--- config.mk ---
export PLATFORM = sky130hd
export DESIGN_NAME = ftp_reply_line_parser_flat
export DESIGN_NICKNAME = d
export VERILOG_FILES = /design/src/frlp_pkg.sv /design/src/frlp_if.sv /design/src/frlp_step.sv /design/src/ftp_reply_line_parser.sv /design/src/flat_wrapper.sv
export SDC_FILE = /design/constraint.sdc
export NUM_CORES = 1
export LEC_CHECK = 0
export BUFFER_PORTS_ARGS = -buffer_cell sky130_fd_sc_hd__clkbuf_2
export CAP_MARGIN = 20
export CORE_ASPECT_RATIO = 0.7
export CORE_MARGIN = 2
export CORE_UTILIZATION = 25
export DETAILED_ROUTE_END_ITERATION = 8
export GPL_ROUTABILITY_DRIVEN = 1
export HOLD_SLACK_MARGIN = 0.08
export MAX_ROUTING_LAYER = met4
export PLACE_DENSITY = 0.49
export SLEW_MARGIN = 10
export SYNTH_ARGS = -nofsm -noshare
export SYNTH_HDL_FRONTEND = slang
export SYNTH_SLANG_ARGS = --single-unit
export TNS_END_PERCENT = 10
--- constraint.sdc ---
create_clock -name clk -period 2.2 [get_ports clk]
set_input_delay 0.33 -clock clk [delete_from_list [all_inputs] [get_ports clk]]
set_output_delay 0.33 -clock clk [all_outputs]
set_load 0.02 [all_outputs]
--- src/frlp_pkg.sv ---
// ============================================================================
// frlp_pkg
// Shared types and constants of the FTP reply line parser: character codes,
// event and error codes, the parser state record and the result record.
// ============================================================================
package frlp_pkg;

  // Characters of the reply grammar
  localparam logic [7:0] CH_CR    = 8'h0D;
  localparam logic [7:0] CH_LF    = 8'h0A;
  localparam logic [7:0] CH_ZERO  = 8'h30;
  localparam logic [7:0] CH_NINE  = 8'h39;
  localparam logic [7:0] CH_DASH  = 8'h2D;
  localparam logic [7:0] CH_SPACE = 8'h20;

  // Digits in a status code
  localparam logic [1:0] CODE_DIGITS = 2'd3;

  // Result events
  localparam logic [2:0] EV_CONSUMED  = 3'd0;
  localparam logic [2:0] EV_TEXT      = 3'd1;
  localparam logic [2:0] EV_CONT_END  = 3'd2;
  localparam logic [2:0] EV_REPLY_END = 3'd3;
  localparam logic [2:0] EV_ERROR     = 3'd4;

  // Error kinds
  localparam logic [2:0] ERR_NONE     = 3'd0;
  localparam logic [2:0] ERR_SHORT    = 3'd1;
  localparam logic [2:0] ERR_LONG     = 3'd2;
  localparam logic [2:0] ERR_NONDIGIT = 3'd3;
  localparam logic [2:0] ERR_NOLF     = 3'd4;
  localparam logic [2:0] ERR_MISMATCH = 3'd5;

  // Parse phase; the fourth encoding never arises and parses as a code
  typedef enum logic [1:0] {
    PH_CODE  = 2'd0,
    PH_TEXT  = 2'd1,
    PH_EXPLF = 2'd2
  } phase_t;

  typedef struct packed {
    phase_t      phase;
    logic [1:0]  digit_count;
    logic [9:0]  code_value;
    logic        continued_line;
    logic        first_line;
    logic [9:0]  reply_code;
  } state_t;

  localparam state_t STATE_RESET = '{
    phase:          PH_CODE,
    digit_count:    2'd0,
    code_value:     10'd0,
    continued_line: 1'b0,
    first_line:     1'b1,
    reply_code:     10'd0
  };

  typedef struct packed {
    logic [2:0] event_res;
    logic [7:0] text_byte;
    logic [9:0] status_code;
    logic [2:0] error_kind;
  } result_t;

endpackage

--- src/frlp_if.sv ---
// ============================================================================
// frlp_byte_if / frlp_reply_if
// Valid/ready channels: reply stream bytes in, parse results out.
// ============================================================================
interface frlp_byte_if;
  logic       valid;
  logic       ready;
  logic [7:0] data_byte;

  modport source (output valid, output data_byte, input ready);
  modport sink   (input valid, input data_byte, output ready);
endinterface

interface frlp_reply_if;
  logic       valid;
  logic       ready;
  logic [2:0] event_res;
  logic [7:0] text_byte;
  logic [9:0] status_code;
  logic [2:0] error_kind;

  modport source (output valid, output event_res, output text_byte,
                  output status_code, output error_kind, input ready);
  modport sink   (input valid, input event_res, input text_byte,
                  input status_code, input error_kind, output ready);
endinterface

--- src/frlp_step.sv ---
// ============================================================================
// frlp_step
// Combinational parse of one reply byte against the current parser state:
// gives the next state and the result record for that byte.
// ============================================================================
module frlp_step (
  input  frlp_pkg::state_t  cur,
  input  logic [7:0]        data_byte,
  output frlp_pkg::state_t  nxt,
  output frlp_pkg::result_t res
);
  import frlp_pkg::*;

  logic       is_sep;
  logic       is_digit;
  logic [3:0] digit;
  logic [9:0] code_acc;

  assign is_sep   = (data_byte == CH_SPACE) || (data_byte == CH_DASH);
  assign is_digit = (data_byte >= CH_ZERO) && (data_byte <= CH_NINE);
  assign digit    = 4'(data_byte - CH_ZERO);
  // Fold in one decimal digit; below three digits the value stays under 1000
  assign code_acc = 10'({cur.code_value, 3'b000} + {cur.code_value, 1'b0} + 13'(digit));

  always_comb begin
    nxt = cur;
    res = '{event_res: EV_CONSUMED, text_byte: 8'd0, status_code: 10'd0,
            error_kind: ERR_NONE};
    case (cur.phase)
      PH_TEXT: begin
        // Forward text until CR
        if (data_byte == CH_CR) begin
          nxt.phase = PH_EXPLF;
        end else begin
          res.event_res = EV_TEXT;
          res.text_byte = data_byte;
        end
      end
      PH_EXPLF: begin
        // Close the line, checking LF and the reply's code
        if (data_byte != CH_LF) begin
          nxt = STATE_RESET;
          res.event_res  = EV_ERROR;
          res.error_kind = ERR_NOLF;
        end else if (!cur.first_line && (cur.code_value != cur.reply_code)) begin
          nxt = STATE_RESET;
          res.event_res  = EV_ERROR;
          res.error_kind = ERR_MISMATCH;
        end else begin
          if (cur.first_line) begin
            nxt.reply_code = cur.code_value;
          end
          nxt.first_line     = !cur.continued_line;
          nxt.phase          = PH_CODE;
          nxt.digit_count    = 2'd0;
          nxt.code_value     = 10'd0;
          nxt.continued_line = 1'b0;
          res.event_res      = cur.continued_line ? EV_CONT_END : EV_REPLY_END;
          res.status_code    = cur.code_value;
        end
      end
      default: begin
        // Status code digits and separator
        nxt.phase = PH_CODE;
        if (is_sep) begin
          if (cur.digit_count != CODE_DIGITS) begin
            nxt = STATE_RESET;
            res.event_res  = EV_ERROR;
            res.error_kind = ERR_SHORT;
          end else begin
            nxt.continued_line = (data_byte == CH_DASH);
            nxt.phase          = PH_TEXT;
          end
        end else if (cur.digit_count >= CODE_DIGITS) begin
          nxt = STATE_RESET;
          res.event_res  = EV_ERROR;
          res.error_kind = ERR_LONG;
        end else if (!is_digit) begin
          nxt = STATE_RESET;
          res.event_res  = EV_ERROR;
          res.error_kind = ERR_NONDIGIT;
        end else begin
          nxt.code_value  = code_acc;
          nxt.digit_count = cur.digit_count + 2'd1;
        end
      end
    endcase
  end

endmodule

--- src/ftp_reply_line_parser.sv ---
// ============================================================================
// ftp_reply_line_parser
// Byte-wise parser of FTP server replies: status code, streamed text, line
// and reply ends, protocol errors with resynchronization.
// ============================================================================
//
//  channel   role    payload                                         rate
//  byte_ch   sink    data_byte                                       1 / cycle
//  reply_ch  source  event_res, text_byte, status_code, error_kind   1 / cycle
//
//  Every byte gives exactly one result after its transfer: it passes through
//  the input register and then the result register.
//  A new byte is taken every cycle while the result side keeps up; the
//  parser state advances once per byte in a single registered step.
//  rst (synchronous) empties both registers and restores the reset state.
//  A stall on reply_ch holds the result and then the input register;
//  byte_ch.ready drops only when both are full.
//
module ftp_reply_line_parser (
  input logic          clk,
  input logic          rst,
  frlp_byte_if.sink    byte_ch,
  frlp_reply_if.source reply_ch
);
  import frlp_pkg::*;

  logic       in_valid;
  logic [7:0] in_byte;
  logic       out_valid;
  result_t    out_res;
  state_t     state;
  state_t     state_next;
  result_t    res_next;
  logic       out_load;
  logic       in_load;

  // Advance when the result register is free or being drained
  assign out_load      = in_valid && (!out_valid || reply_ch.ready);
  assign byte_ch.ready = !in_valid || out_load;
  assign in_load       = byte_ch.valid && byte_ch.ready;

  frlp_step u_step (
    .cur       (state),
    .data_byte (in_byte),
    .nxt       (state_next),
    .res       (res_next)
  );

  // Control: valid flags and parser state
  always_ff @(posedge clk) begin
    if (rst) begin
      in_valid  <= 1'b0;
      out_valid <= 1'b0;
      state     <= STATE_RESET;
    end else begin
      if (in_load) begin
        in_valid <= 1'b1;
      end else if (out_load) begin
        in_valid <= 1'b0;
      end
      if (out_load) begin
        out_valid <= 1'b1;
        state     <= state_next;
      end else if (reply_ch.ready) begin
        out_valid <= 1'b0;
      end
    end
  end

  // Payload registers
  always_ff @(posedge clk) begin
    if (in_load) begin
      in_byte <= byte_ch.data_byte;
    end
    if (out_load) begin
      out_res <= res_next;
    end
  end

  assign reply_ch.valid       = out_valid;
  assign reply_ch.event_res   = out_res.event_res;
  assign reply_ch.text_byte   = out_res.text_byte;
  assign reply_ch.status_code = out_res.status_code;
  assign reply_ch.error_kind  = out_res.error_kind;

  // Text phase is only reached with a full code
  a_text_full_code: assert property (@(posedge clk) disable iff (rst)
    state.phase == PH_TEXT |-> state.digit_count == CODE_DIGITS)
    else $error("text phase without three code digits");

  // An error restarts the reply
  a_error_resync: assert property (@(posedge clk) disable iff (rst)
    out_load && res_next.event_res == EV_ERROR |=> state == STATE_RESET)
    else $error("parser not resynchronized after error");

  // A completed reply re-arms the first-line flag
  a_reply_first: assert property (@(posedge clk) disable iff (rst)
    out_load && res_next.event_res == EV_REPLY_END |=> state.first_line)
    else $error("first-line flag not set after reply end");

  // A continued line end clears the first-line flag
  a_cont_first: assert property (@(posedge clk) disable iff (rst)
    out_load && res_next.event_res == EV_CONT_END |=> !state.first_line)
    else $error("first-line flag still set after continued line");

  // An advanced byte always lands in the result register
  a_advance: assert property (@(posedge clk) disable iff (rst)
    out_load |=> out_valid)
    else $error("result lost on advance");

endmodule
--- src/flat_wrapper.sv ---
// flat-port wrapper written by rule: the top's interface ports become plain ports
module ftp_reply_line_parser_flat import frlp_pkg::*;
  (clk, rst, byte_ch_valid, byte_ch_data_byte, byte_ch_ready, reply_ch_valid, reply_ch_event_res, reply_ch_text_byte, reply_ch_status_code, reply_ch_error_kind, reply_ch_ready);
  frlp_byte_if byte_ch_i ();
  frlp_reply_if reply_ch_i ();
  input logic clk;
  input logic rst;
  input wire logic [$bits(byte_ch_i.valid)-1:0] byte_ch_valid;
  input wire logic [$bits(byte_ch_i.data_byte)-1:0] byte_ch_data_byte;
  output wire logic [$bits(byte_ch_i.ready)-1:0] byte_ch_ready;
  output wire logic [$bits(reply_ch_i.valid)-1:0] reply_ch_valid;
  output wire logic [$bits(reply_ch_i.event_res)-1:0] reply_ch_event_res;
  output wire logic [$bits(reply_ch_i.text_byte)-1:0] reply_ch_text_byte;
  output wire logic [$bits(reply_ch_i.status_code)-1:0] reply_ch_status_code;
  output wire logic [$bits(reply_ch_i.error_kind)-1:0] reply_ch_error_kind;
  input wire logic [$bits(reply_ch_i.ready)-1:0] reply_ch_ready;
  assign byte_ch_i.valid = byte_ch_valid;
  assign byte_ch_i.data_byte = byte_ch_data_byte;
  assign byte_ch_ready = byte_ch_i.ready;
  assign reply_ch_valid = reply_ch_i.valid;
  assign reply_ch_event_res = reply_ch_i.event_res;
  assign reply_ch_text_byte = reply_ch_i.text_byte;
  assign reply_ch_status_code = reply_ch_i.status_code;
  assign reply_ch_error_kind = reply_ch_i.error_kind;
  assign reply_ch_i.ready = reply_ch_ready;
  ftp_reply_line_parser u_core (.clk(clk), .rst(rst), .byte_ch(byte_ch_i), .reply_ch(reply_ch_i));
endmodule
-- After elaboration in Yosys (flattened, before gate mapping)
Cells that the tools add are included.
- bits in registers: 60
- input bits: 12
- output and inout port bits: 26
- add/subtract/negate cells: 4
- $lt $le $gt $ge: 3
- equal/unequal tests: 12
- multiplexer cells: 34
- bitwise gates (word level): 2
- reduce and logical (&&, ||, !) cells: 20
- operators by type and width (kind ; number):
    $pmux 24 s2 ; 1
    $mux 12 ; 3
    $mux 11 ; 3
    $mux 3 ; 9
    $mux 26 ; 1
    $mux 24 ; 1
    $eq 8x6->1 const B ; 2
    $pmux 3 s2 ; 2
    $add 10x10->10 ; 1
    $add 10x4->10 ; 1
    $mux 10 ; 1
    $ne 10x10->1 ; 1
    $mux 9 ; 1
    $eq 8x4->1 const B ; 1
    $ge 8x6->1 const B ; 1
    $le 8x6->1 const B ; 1
    $mux 1 ; 8
    $ne 8x4->1 const B ; 1
    $mux 2 ; 3
    $reduce_and 3->1 ; 2
    $reduce_and 5->1 ; 1
    $logic_and 1x1->1 ; 4
    $logic_not 1->1 ; 4
    $ne 2x2->1 const B ; 2
    16 further kinds ; 20

-- Depth between registers and ports, before layout
- depth after elaboration: 6
- gate-level depth with buffers: 9
- depth with buffers taken out: 9

-- Cells and area by module
Synthesis repeated with hierarchy kept, for this count alone.
- cells, all modules: 320
- area, all modules: 3432.0 um2
- by module, submodules not included (module ; times used ; cells an instance ; area each (um2)):
    ftp_reply_line_parser ; 1 ; 155 ; 2207.1
    frlp_step ; 1 ; 165 ; 1224.9

-- Worst setup path before layout
OpenSTA, ideal clock, no wires.
- path kind: register to register
- start point: reg u_core.state[12] (netlist bit)
- end point: reg u_core.state[21] (netlist bit)
- arrival: 2326 ps
- path slack: -200 ps
- stages on the path, launching flop included: 10
- buffers on the path: 0
- clock period less this slack: 2400 ps
- cells stage by stage: dfxtp_1 > inv_1 > fa_1 > inv_1 > ha_1 > a21oi_1 > o211ai_1 > o41ai_1 > or4_1 > a31oi_1
- word-level cells in the longest chain between the ends: 6
- ends and longest elaborated chain (item ; RTL line ; source):
    start: declaration ; ftp_reply_line_parser.sv:31 ; state_t state;
    start signal: assignment ; ftp_reply_line_parser.sv:63 ; state <= state_next;
    $add 10x10->10 ; frlp_step.sv:23 ; assign code_acc = 10'({cur.code_value, 3'b000} + {cur.code_value, 1'b0} + 13'(digit));
    $add 10x4->10 ; frlp_step.sv:23 ;
    $mux 12 ; frlp_step.sv:78 ; end else if (!is_digit) begin
    $mux 24 ; frlp_step.sv:74 ; end else if (cur.digit_count >= CODE_DIGITS) begin
    $mux 26 ; frlp_step.sv:65 ; if (is_sep) begin
    $pmux 24 s2 ; frlp_step.sv:29 ; case (cur.phase)
Every way passes these cells.
A chain may end at the register's enable or synchronous reset.

-- Worst setup path after layout
- start point: reg u_core.state[12] (netlist bit)
- end point: reg u_core.state[19] (netlist bit)
Same word-level chain as after synthesis.

==> reports/metrics.csv <==
stage;metric;value;unit
clocking;Post-CTS Hold Buffers;0;
floorplanning;I/O pin cnt;38;
synth;syn_nets;296;
critical_path;FF-to-FF End;u_core.state[19]$_SDFFE_PP0P_;
global_route;first-pass GRT wire length;11500;um
clocking;CTS buffer count;9;
drt;wirelength, routed;7146;um
floorplanning;DIE WIDTH;133.8;um
clocking;clk_lat worst skew;0.33;ns
critical_path;crit-path most repeated cell;buf_4;
floorplanning;# rows;33;
clocking;# clock sinks;60;
critical_path;reg2reg start;u_core.state[12]$_SDFFE_PP0P_;
power_and_ir_drop;P_int;2235;uW
power_and_ir_drop;P_sw;588.9;uW
drt;DR vias;2254;
floorplanning;chip height;94.85;um
critical_path;startpoint types;register;
critical_path;CP max FO;2;
floorplanning;die area;12690;um2
synth;sequential fraction of the synthesis area;51.61;%
floorplanning;core area;11600;um2
min_path;Hold Startpoint;byte_ch_data_byte[7];
global_route;GR Util All Layers;12.50;%
critical_path;crit path cell chain;inv_2 > fa_1 > inv_1 > ha_1 > a21oi_2 > o211ai_1 > buf_4 > buf_4 > or3_1 > nand4_1 > a21oi_1;
critical_path;Stages on worst setup path;11;
drt;drt first-iter violations;159;
timing;RSZ-0062 raised after global routing;true;
global_route;initial antenna violation count;0;
critical_path;CP delay by family, top;adder cells;
clocking;H-Tree Depth;3;
drt;DRT Pass-1 Iters;4;
power_and_ir_drop;PwrDens;711.6;nW/um2
synth;Mapped Area;2948;um2
critical_path;CP max stage cell;fa_1;
power_and_ir_drop;combinational group share of total power;5.2;%
power_and_ir_drop;Tot Pwr;2824;uW
clocking;CTS root buffer;clkbuf_16;
drt;wire length per cell;13.93;um
timing;Slew headroom;70.20;%
critical_path;Buf/Inv on CP;4;
timing;Finish-stage setup viols;3;
placed_design;Setup WS pre-CTS;-0.1628;ns
finish;Nets;382;
synth;Async S/R FF share, synth;0;%
synth;mean post-synth cell area;11.12;um2
timing;max-slew violations;0;
critical_path;CP required;2.41;ns
clocking;CTS Buffer Depth;2;
synth;Top FF cell, synth;edfxtp_1;
finish;most frequent cells in the layout;buf_4 (44), clkbuf_2 (37), edfxtp_1 (32);
placed_design;port bufs;37;
floorplanning;Initial Utilization;25.41;%
timing;Max Clk Rate;414.1;MHz
finish;Syn-to-layout area delta;34.64;%
placed_design;DP HPWL;5372;um
drt;drt via density;4.394;
clocking;CTS tree;yes;
run;Max Cap Viol;0;
min_path;Hold Path Class;input pin to register;
synth;synth unique cells;51;
power_and_ir_drop;share of total power in the clock network;51.6;%
power_and_ir_drop;Sw Ratio;20.85;%
timing;Total Neg Setup Slack;-0.5019;ns
synth;number of enable flip-flop cells after synthesis;32;
finish;share of cells above drive strength 1;30.90;%
critical_path;Setup crit end kind;register;
global_route;largest net degree at the start of global routing;22;
drt;antenna viol nets, final;0;
clocking;Reg clk slew, reported paths;0.05;ns
finish;commonest non-fill, non-tap cell in the layout;buf_4;
power_and_ir_drop;sequential share of power;43.1;%
power_and_ir_drop;Static Leak;0.001666;uW
finish;antenna diode count;0;
synth;Yosys warning total;0;
timing;Hold Vio Cnt, Final;0;
placed_design;GPL Wtd Cong;0.7914;
synth;synthesized instance count;265;
timing;Tmin final;2.415;ns
timing;Setup Skew;0.004993;ns
outcome;outcome;complete, but fails checks;
timing;Worst Tran Pin Value;0.4453;ns
critical_path;Worst R2R Setup Slack;-0.21;ns
global_route;vias in the first global route;2209;
min_path;Min-Delay Path Depth;1;
power_and_ir_drop;Max IR drop VDD;0.3381;mV
critical_path;Worst R2R Path Depth;11;
timing;final worst path period share;109.8;%
critical_path;Crit Path Category;register to register;
critical_path;Arrival @ worst endpoint;2.62;ns
timing;setup ws final;-0.2147;ns
global_route;gr ovfl total;0;
min_path;Hold Path End;u_core.in_byte[7]$_DFFE_PP_;
outcome;failing checks;negative setup slack;
critical_path;CP peak stage delay;0.55;ns
synth;flops & latches, synth;60;
timing;Fin Hold WS;0.1787;ns
drt;drc violations;0;
## synthesized netlist by cell type (2+ instances only)
| master | instances | share of area [%] |
|---|---|---|
| or3_1 | 6 | 1.3 |
| nor4_1 | 3 | 0.64 |
| xor2_1 | 11 | 3.3 |
| clkbuf_1 | 2 | 0.25 |
| o21bai_1 | 2 | 0.51 |
| nand3_1 | 9 | 1.5 |
| a21oi_1 | 15 | 2.5 |
| ha_1 | 17 | 7.2 |
| edfxtp_1 | 32 | 33 |
| o211ai_1 | 2 | 0.51 |
| nor3_1 | 5 | 0.85 |
| inv_1 | 14 | 1.8 |
| o41ai_1 | 2 | 0.59 |
| nor2_1 | 11 | 1.4 |
| and4b_1 | 2 | 0.68 |
| a31oi_1 | 4 | 0.85 |
| o21a_1 | 2 | 0.51 |
| and2_1 | 18 | 3.8 |
| o21ai_1 | 2 | 0.34 |
| nor2b_1 | 2 | 0.42 |
| buf_2 | 3 | 0.51 |
| nand2_1 | 19 | 2.4 |
| a211oi_1 | 2 | 0.51 |
| nand2b_1 | 4 | 0.85 |
| nor3b_1 | 2 | 0.51 |
| a22o_1 | 10 | 3.0 |
| o21ai_0 | 5 | 0.85 |
| o22ai_1 | 2 | 0.42 |
| nand3b_1 | 3 | 0.76 |
| xnor2_1 | 3 | 0.89 |
| dfxtp_1 | 28 | 19 |
| nand4_1 | 3 | 0.64 |
| fa_1 | 2 | 1.4 |
## state kept, by name, summed over array words and instances (netlist names)
signal / cells
u_core.reply_ch.text_byte: 8
u_core.reply_ch.status_code: 10
u_core.reply_ch.error_kind: 3
u_core.state: 26
u_core.reply_ch.valid: 1
u_core.in_byte: 8
u_core.in_valid: 1
u_core.reply_ch.event_res: 3
## kinds of logic (layout without fill, tap and decap cells)
group	Yosys count	after routing	synth area share (%)
flip-flops	60	60	51.61
buffers and inverters	20	111	2.674
adder cells (fa/ha/maj)	19	19	8.574
AO/OA/AOI/OAI	55	55	13.45
AND/OR/NAND/NOR	97	97	19.52
XOR/XNOR	14	14	4.160
## per-stage QoR
stage | utilization (%) | area, um2 | instances
after detailed placement | 31.27 | 3628 | 496
after CTS | 34.05 | 3950 | 512
final | 34.21 | 3969 | 513
after global routing | 34.21 | 3969 | 513
after floorplan | - | 2950 | 265
after global placement | 31.27 | 3628 | 496
## metal layers
| layer | up-vias | routed length (um) | GRT usage, % | part of all wire, % |
|---|---|---|---|---|
| li1 | 1153 | - | - | - |
| met1 | 1039 | 3946 | 17.86 | 55 |
| met2 | 55 | 2750 | 16.67 | 38 |
| met3 | 7 | 357 | 3.650 | 5.0 |
| met4 | 0 | 92 | 3.989 | 1.3 |
| met5 | - | 0 | - | 0 |
## area by class of cell
cell class              count  area [um2]
fillers                  1166        7634
clock buffers              13       271.5
clock inverters             3       43.79
repair buffers             81       515.5
multi-input cells         185        1365
flip-flops and latches     60        1524
well taps                 157       196.4
inverters                  14       52.55
## repair_timing
item                       in CTS  in global routing
pin swaps                       1                  3
setup endpoints to repair       4                 14
buffers inserted                0                  1
resized for setup               4                  2
## power by group through the flow
stage / logic, uW / clock network (uW) / registers [uW]
floorplan: 57.9 / 0 / 1260
global placement: 147 / 0 / 1240
detailed placement: 148 / 0 / 1240
CTS: 150 / 1490 / 1220
global route: 162 / 1550 / 1220
finish: 148 / 1460 / 1220
## worst max-delay path by stage
stage                                        startpoint                             to  slack [ns]
final                     u_core.state[12]$_SDFFE_PP0P_  u_core.state[19]$_SDFFE_PP0P_       -0.21
after detailed placement  u_core.state[12]$_SDFFE_PP0P_  u_core.state[21]$_SDFFE_PP0P_       -0.16
after global routing      u_core.state[12]$_SDFFE_PP0P_  u_core.state[21]$_SDFFE_PP0P_       -0.30
after global placement    u_core.state[12]$_SDFFE_PP0P_  u_core.state[21]$_SDFFE_PP0P_       -0.13
after CTS                 u_core.state[12]$_SDFFE_PP0P_  u_core.state[21]$_SDFFE_PP0P_       -0.15
after floorplan           u_core.state[12]$_SDFFE_PP0P_  u_core.state[21]$_SDFFE_PP0P_       -0.13
No activity file was read; power rests on OpenSTA's default activity.
